**src/hdl/hkst_pkg.sv**
```systemverilog
// Package for the hashed key sum table: table geometry, field widths,
// command codes and the structs passed between the sequencer and the store.
// Depends on nothing; every other file uses it by scoped names.
package hkst_pkg;

  localparam int TABLE_SIZE = 128;
  localparam int IDX_W = $clog2(TABLE_SIZE);
  localparam logic [31:0] TABLE_SIZE_W = 32'(TABLE_SIZE);

  localparam int CMD_W = 2;
  localparam int KEY_W = 32;
  localparam int SUM_W = 64;
  localparam int SLOT_W = 7;

  localparam logic [KEY_W-1:0] EMPTY_KEY = '1;

  localparam logic [CMD_W-1:0] CMD_ACC = 2'd0;
  localparam logic [CMD_W-1:0] CMD_READ = 2'd1;
  localparam logic [CMD_W-1:0] CMD_CLEAR = 2'd2;

  typedef struct packed {
    logic             valid;
    logic [KEY_W-1:0] key;
    logic [SUM_W-1:0] sum;
  } entry_t;

  typedef struct packed {
    logic             en;
    logic [IDX_W-1:0] addr;
    logic [KEY_W-1:0] key;
    logic [SUM_W-1:0] sum;
  } wr_req_t;

endpackage

```
**src/hdl/hkst_probe_alu.sv**
```systemverilog
// Shared probe unit: compares a slot's key with the probed key and forms
// the slot's new running sum.
// Depends on hkst_pkg for the entry struct and field widths.
module hkst_probe_alu (
  input  hkst_pkg::entry_t           entry,
  input  logic [hkst_pkg::KEY_W-1:0] probe_key,
  input  logic [hkst_pkg::SUM_W-1:0] amount,
  output logic                       take,
  output logic [hkst_pkg::SUM_W-1:0] new_sum
);

  always_comb begin
    take    = !entry.valid || (entry.key == probe_key);
    new_sum = entry.sum + amount;
  end

endmodule

```
**config.mk**
```make
export PLATFORM = sky130hd
export DESIGN_NAME = hkst_probe_alu
export DESIGN_NICKNAME = d
export VERILOG_FILES = /design/src/hdl/hkst_pkg.sv /design/src/hdl/hkst_probe_alu.sv
export SDC_FILE = /design/constraint.sdc
export NUM_CORES = 1
export LEC_CHECK = 0
export ABC_AREA = 1
export BUFFER_PORTS_ARGS = -buffer_cell sky130_fd_sc_hd__buf_4
export CAP_MARGIN = 5
export CORE_MARGIN = 1
export CORE_UTILIZATION = 47
export DETAILED_ROUTE_END_ITERATION = 8
export PLACE_DENSITY = 0.81
export REMOVE_ABC_BUFFERS = 1
export SYNTH_ARGS = -nofsm -noshare
export SYNTH_HDL_FRONTEND = slang
export SYNTH_SLANG_ARGS = --single-unit
export TNS_END_PERCENT = 100
```
**constraint.sdc**
```tcl
create_clock -name vclk -period 3.35
set_input_delay 1.005 -clock vclk [all_inputs]
set_output_delay 1.005 -clock vclk [all_outputs]
set_load 0.005 [all_outputs]
```
==> results of run 1 <==
[logic make-up after synthesis]
kind of cell	Yosys count	synth area share (%)
buffers and inverters	327	19.18
adder cells (fa/ha/maj)	64	12.63
AO/OA/AOI/OAI	49	4.067
AND/OR/NAND/NOR	858	56.45
XOR/XNOR	56	7.665
[per-layer routing]
layer	overflow	track usage [%]
met4	15	69.07
met1	0	70.46
met3	0	60.18
met5	1	31.62
met2	24	91.81
[metrics by stage]
step	TNS [ps]	setup slack, ps	hold slack (ps)	area [µm²]	std cells
after CTS	-8493	-306.4	2253	11630	1942
after floorplan	-636.3	-93.73	2055	6399	1354
after global placement	-17100	-455.9	2249	9524	1917
after detailed placement	-17970	-470.4	2250	9524	1917
[synth_stat cells]
master / count / area (µm²)
nor2_1: 102 / 382.9
nand3_2: 11 / 110.1
nor3_1: 15 / 75.07
xor2_1: 54 / 473.0
nand2_2: 25 / 156.4
xnor2_1: 2 / 17.52
nand4_1: 13 / 81.33
nand2_1: 607 / 2278
nor2_2: 21 / 131.4
fa_1: 1 / 20.02
nand3_1: 47 / 235.2
inv_2: 2 / 7.510
o211ai_1: 3 / 22.52
a21oi_1: 40 / 200.2
nor3_2: 1 / 10.01
nor2_4: 5 / 56.30
o21ai_0: 3 / 15.01
nor4_1: 5 / 31.28
nor3_4: 2 / 32.53
or2_2: 3 / 18.77
o21bai_1: 3 / 22.52
ha_1: 63 / 788.3
nor4_2: 1 / 12.51
inv_1: 324 / 1216
clkinv_1: 1 / 3.750
[timing repair]
item / 4_1_cts
gates resized for setup: 431
pin swaps: 173
buffers inserted: 28
setup endpoints to repair: 58
==> impl_metrics.toml, run 1 <==
[logic_synthesis]
synth-seq-area-share_pct = 0
ys_types = 25
yosys_warnings = 0
syn-cell-area_um2 = 6399
synth_area_per_cell_um2 = 4.726
syn_inst = 1354

[global_route]
grt_pass1_vias = 12820
grt.total_usage_pct = 73.00
grt_max_degree = 7
overflow = 40
grt_pass1_wl_um = 77020

[floorplanning]
initial_utilization_pct = 48.32
dieWidth_um = 118.7
die_h_um = 118.7
row_count = 42
ioPinCount = 258

[run_status]
stop_error = "[ERROR GRT-0116] Global routing finished with congestion. Check the congestion regions in the DRC Viewer."
stop_stage = "global routing"
status = "aborted with a tool error"

[place]
dp_hpwl_um = 24420
gp_congestion = 1.070
port_buffers = 258

[cts]
holdBufCountCts = 0
==> inputs of run 2 (changes only) <==
--- a/config.mk
+++ b/config.mk
@@ -9,9 +9,9 @@
 export BUFFER_PORTS_ARGS = -buffer_cell sky130_fd_sc_hd__buf_4
 export CAP_MARGIN = 5
 export CORE_MARGIN = 1
-export CORE_UTILIZATION = 47
+export CORE_UTILIZATION = 40
 export DETAILED_ROUTE_END_ITERATION = 8
-export PLACE_DENSITY = 0.81
+export PLACE_DENSITY_LB_ADDON = 0.15
 export REMOVE_ABC_BUFFERS = 1
 export SYNTH_ARGS = -nofsm -noshare
 export SYNTH_HDL_FRONTEND = slang
==> constraint.sdc (replaced) <==
create_clock -name vclk -period 4.36
set_input_delay 1.308 -clock vclk [all_inputs]
set_output_delay 1.308 -clock vclk [all_outputs]
set_load 0.005 [all_outputs]
==> impl_metrics.toml, run 2 <==
[logic_synthesis]
syn_inst = 1354
synth_largest_area_cell = "nand2_1"
synth_top_area_share_pct = 35.61
synth_area_per_cell_um2 = 4.726
ys_types = 25
ys_top_cells_by_area = "nand2_1 (36%), inv_1 (19%), ha_1 (12%), xor2_1 (7.4%), nor2_1 (6.0%)"
ys_top_cells_by_count = "nand2_1 (607), inv_1 (324), nor2_1 (102), ha_1 (63), xor2_1 (54)"
yosysMostFrequentCell = "nand2_1"
syn-cell-area_um2 = 6399
synth-seq-area-share_pct = 0
yosys_warnings = 0

[global_route]
antenna_found_initial = 0
grt_pass1_vias = 8083
grt.total_usage_pct = 29.38
overflow = 0
grt_pass1_wl_um = 38090
grt_max_degree = 8

[layout]
seq_area_um2 = 0
design.seq.count = 0
final_cell_mix = "nand2_1 (562), buf_4 (329), inv_1 (321), nor2_1 (74), nand2_2 (62)"
nets = 1942
fin_area_um2 = 9893
layout_commonest_cell = "nand2_1"
n_antenna_cell = 0
syn2layout_area_growth_pct = 54.61
nClkBuffers = 0
drive_above_1_share_pct = 33.04

[floorplanning]
dieWidth_um = 128.5
coreArea_um2 = 15430
design.die.area_um2 = 16510
initial_utilization_pct = 41.48
row_count = 45
ioPinCount = 258
die_h_um = 128.5

[drt]
first_iter_violations = 519
drtAntennaViolNets = 0
drt-total-wl_um = 25680
vias_per_cell = 4.685
avgRoutedWirePerCell_um = 13.56
vias = 8874
dr.pass1.iters = 5
drc_errors = 0

[worst_setup_path]
crit_required_ps = 3050
arrival_ps = 3000
path_cells = "buf_4 > ha_1 > nand2_1 > buf_4 > nor3_1 > nand2_1 > nor2_1 > nand2_2 > nand2_1 > nand2_1 > nand2_1 > buf_4"
crit_path_max_fanout = 5
slowest_delay_ps = 400
cp-start-kind = "input port"
path_buf_inv = 3
cpLargestDelayFamily = "simple AND/OR/NAND/NOR gates"
worst_setup_path_end_kind = "output port"
cpMostUsedCell = "nand2_1"
cpMaxStageDelayCell = "ha_1"
worstSetupPathType = "input port to output port"

[place]
dpl_cell_area_um2 = 9117
dp_hpwl_um = 22740
gp_congestion = 0.9813
port_buffers = 258

[run_status]
status = "completed"

[timing]
fmax_mhz = 232.0
holdWs_ps = 2903
slew_headroom_pct = 71.02
rsz0062_at_grt = "yes"
finalCritPeriodShare_pct = 98.85
final_hold_viol_count = 0
tightest_slew_ps = 430.2
finalSetupViolCount = 0
min_period_ps = 4310
slew_violations = 0

[power]
max-vdd-ir-drop_uv = 73.93
p_leak_nw = 6.086
powerDensity_nw_per_um2 = 141.7

[worst_hold_path]
whs_path_depth = 3
min-delay-start = "entry[96]"
hold_path_end = "take"
hold_path_class = "input port to output port"

[job]
drv_cap = 0

[cts]
holdBufCountCts = 0
[run 2: cell counts after synthesis]
No cell type changed its count.
[run 2: worst max path at each step]
stage	start	endpoint	slack [ps]	depth (start not counted)
2_1_floorplan	entry[0]	new_sum[60]	310	14
3_3_place_gp	entry[3]	new_sum[59]	-110	15
3_5_place_dp	entry[3]	new_sum[59]	-110	15
4_1_cts	entry[23]	new_sum[56]	20	13
5_1_grt	amount[5]	new_sum[32]	-70	13
6_report	amount[58]	new_sum[60]	50	12
[run 2: area by class of cell]
type | count | area (µm²)
multi-input cells | 1027 | 5932
repair buffers | 329 | 2470
inverters | 327 | 1227
fillers | 1571 | 5534
well taps | 211 | 264.0
[run 2: through the flow]
step | TNS [ps] | std cells | utilization, % | worst slack, ps | power, W
after floorplan | 0 | 1354 | - | 310.3 | 0.0006454
after global placement | -514.4 | 1892 | 59.10 | -110.9 | 0.001261
after detailed placement | -521.2 | 1892 | 59.10 | -115.0 | 0.001265
after CTS | 0 | 1892 | 59.20 | 20.66 | 0.001273
after global routing | -368.4 | 1894 | 64.13 | -66.76 | 0.001535
final | 0 | 1894 | 64.13 | 50.00 | 0.001402
[run 2: routing by layer]
layer  track usage (%)  vias to the layer above  wire, µm
li1                  -                     4655         -
met5                 0                        -         0
met1             39.95                     3909     11670
met3             1.580                       25      1412
met2             52.43                      285     12210
met4             3.045                        0       382
[run 2: kinds of logic after synthesis]
group / share of synthesized area, %
AO/OA/AOI/OAI: 4.067
XOR/XNOR: 7.665
adder cells (fa/ha/maj): 12.63
buffers and inverters: 19.18
AND/OR/NAND/NOR: 56.45
[run 2: power breakdown]
group	leakage [nW]	internal, W	switching, W
Sequential	0	0	0
Combinational	6.09	0.000651	0.000752
Clock	0	0	0
Total	6.09	0.000651	0.000752
[run 2: what timing repair did]
action | CTS | global route
setup endpoints to repair | 8 | 41
hold endpoints to repair | 0 | 0
gates resized for setup | 5 | 186
setup buffers | 0 | 2
pin swaps | 0 | 10
(Power assumes the default switching activity.)
==> inputs of run 3 (changes only) <==
--- a/config.mk
+++ b/config.mk
@@ -12,7 +12,6 @@
 export CORE_UTILIZATION = 40
 export DETAILED_ROUTE_END_ITERATION = 8
 export PLACE_DENSITY_LB_ADDON = 0.15
-export REMOVE_ABC_BUFFERS = 1
 export SYNTH_ARGS = -nofsm -noshare
 export SYNTH_HDL_FRONTEND = slang
 export SYNTH_SLANG_ARGS = --single-unit
==> constraint.sdc (replaced) <==
create_clock -name vclk -period 4.36
set_input_delay 0.872 -clock vclk [all_inputs]
set_output_delay 0.872 -clock vclk [all_outputs]
set_load 0.005 [all_outputs]
==> impl_metrics.toml, run 3 (synthesis results as in run 2) <==
[floorplanning]
design.die.area_um2 = 16510
ioPinCount = 258
initial_utilization_pct = 41.48
dieWidth_um = 128.5
coreArea_um2 = 15430
row_count = 45
die_h_um = 128.5

[place]
gp_congestion = 0.9748
placedCellCount = 1823
dp_hpwl_um = 22370
port_buffers = 258

[worst_setup_path]
crit_path_max_fanout = 4
cp-start-kind = "input port"
path_cells = "buf_4 > ha_1 > fa_1 > nand3_1 > nand3_2 > nand2_1 > nand2_1 > nand2_1 > nand3_2 > xor2_1 > buf_4"
cpLargestDelayFamily = "adder cells"
path_buf_inv = 2
cpMostUsedCell = "nand2_1"
cpMaxStageDelayCell = "fa_1"
slowest_delay_ps = 440
crit_required_ps = 3490
worst_setup_path_end_kind = "output port"
worstSetupPathType = "input port to output port"
arrival_ps = 2800

[drt]
drc_errors = 0
vias = 8544
dr.pass1.iters = 7
vias_per_cell = 4.687
first_iter_violations = 558
avgRoutedWirePerCell_um = 13.38
drtAntennaViolNets = 0
drt-total-wl_um = 24400

[global_route]
grt_max_degree = 8
grt_pass1_vias = 7780
antenna_found_initial = 0
grt.total_usage_pct = 29.26
overflow = 0
grt_pass1_wl_um = 37680

[layout]
nets = 1871
drive_above_1_share_pct = 20.41
nClkBuffers = 0
final_util_pct = 55.74
syn2layout_area_growth_pct = 34.40
design.seq.count = 0
layout_commonest_cell = "nand2_1"
final_cell_mix = "nand2_1 (607), inv_1 (324), buf_4 (258), nor2_1 (102), ha_1 (63)"
instances_no_fill = 1823
seq_area_um2 = 0
n_antenna_cell = 0

[timing]
finalSetupViolCount = 0
tightest_slew_ps = 372.4
slew_headroom_pct = 75.17
fmax_mhz = 272.0
min_period_ps = 3676
finalCritPeriodShare_pct = 84.32
rsz0062_at_grt = "no"
setup_tns_ps = 0
slew_violations = 0
final_hold_viol_count = 0

[power]
p_leak_nw = 5.725
powerDensity_nw_per_um2 = 138.4
fin_total_pwr_w = 0.001190
max-vdd-ir-drop_uv = 57.31

[cts]
holdBufCountCts = 0
post_cts_resize_count = 0
post_cts_buffers = 0

[run_status]
status = "completed"

[job]
drv_cap = 0

[logic_synthesis]
syn-num-nets = 1611

[worst_hold_path]
hold_path_class = "input port to output port"
-- run 3: changes by cell type in the layout (fill, tap and decap cells not counted), sizes merged --
cell,before,now
buf,329,258
-- run 3: cell type report --
| class | count | area [µm²] |
|---|---|---|
| repair buffers | 258 | 1937 |
| well taps | 211 | 264.0 |
| inverters | 327 | 1227 |
| multi-input cells | 1027 | 5171 |
| fillers | 1763 | 6828 |
-- run 3: per-layer routing --
layer | up-vias | global-route usage [%] | wire, µm
met5 | - | 0 | 0
met2 | 305 | 52.43 | 11380
li1 | 4513 | - | -
met3 | 16 | 1.538 | 1511
met4 | 0 | 4.152 | 347
met1 | 3710 | 39.25 | 11160
-- run 3: stage by stage --
stage | setup WS (ps) | area [µm²] | hold WS, ps
6_report | 683.6 | 8600 | 2024
5_1_grt | 551.6 | 8600 | 2038
4_1_cts | 702.7 | 8600 | 2028
3_5_place_dp | 702.5 | 8600 | 2024
3_3_place_gp | 719.7 | 8600 | 2023
2_1_floorplan | 1182 | 6399 | 1789
-- run 3: final timing paths --
kind,startpoint,endpoint,slack [ps],cells past startpoint
max,entry[0],new_sum[22],680,11
min,amount[0],new_sum[0],2020,3
-- run 3: report_power, final --
group	internal (W)	switching, W
logic	0.000518	0.000673
clock network	0	0
registers	0	0
total	0.000518	0.000673
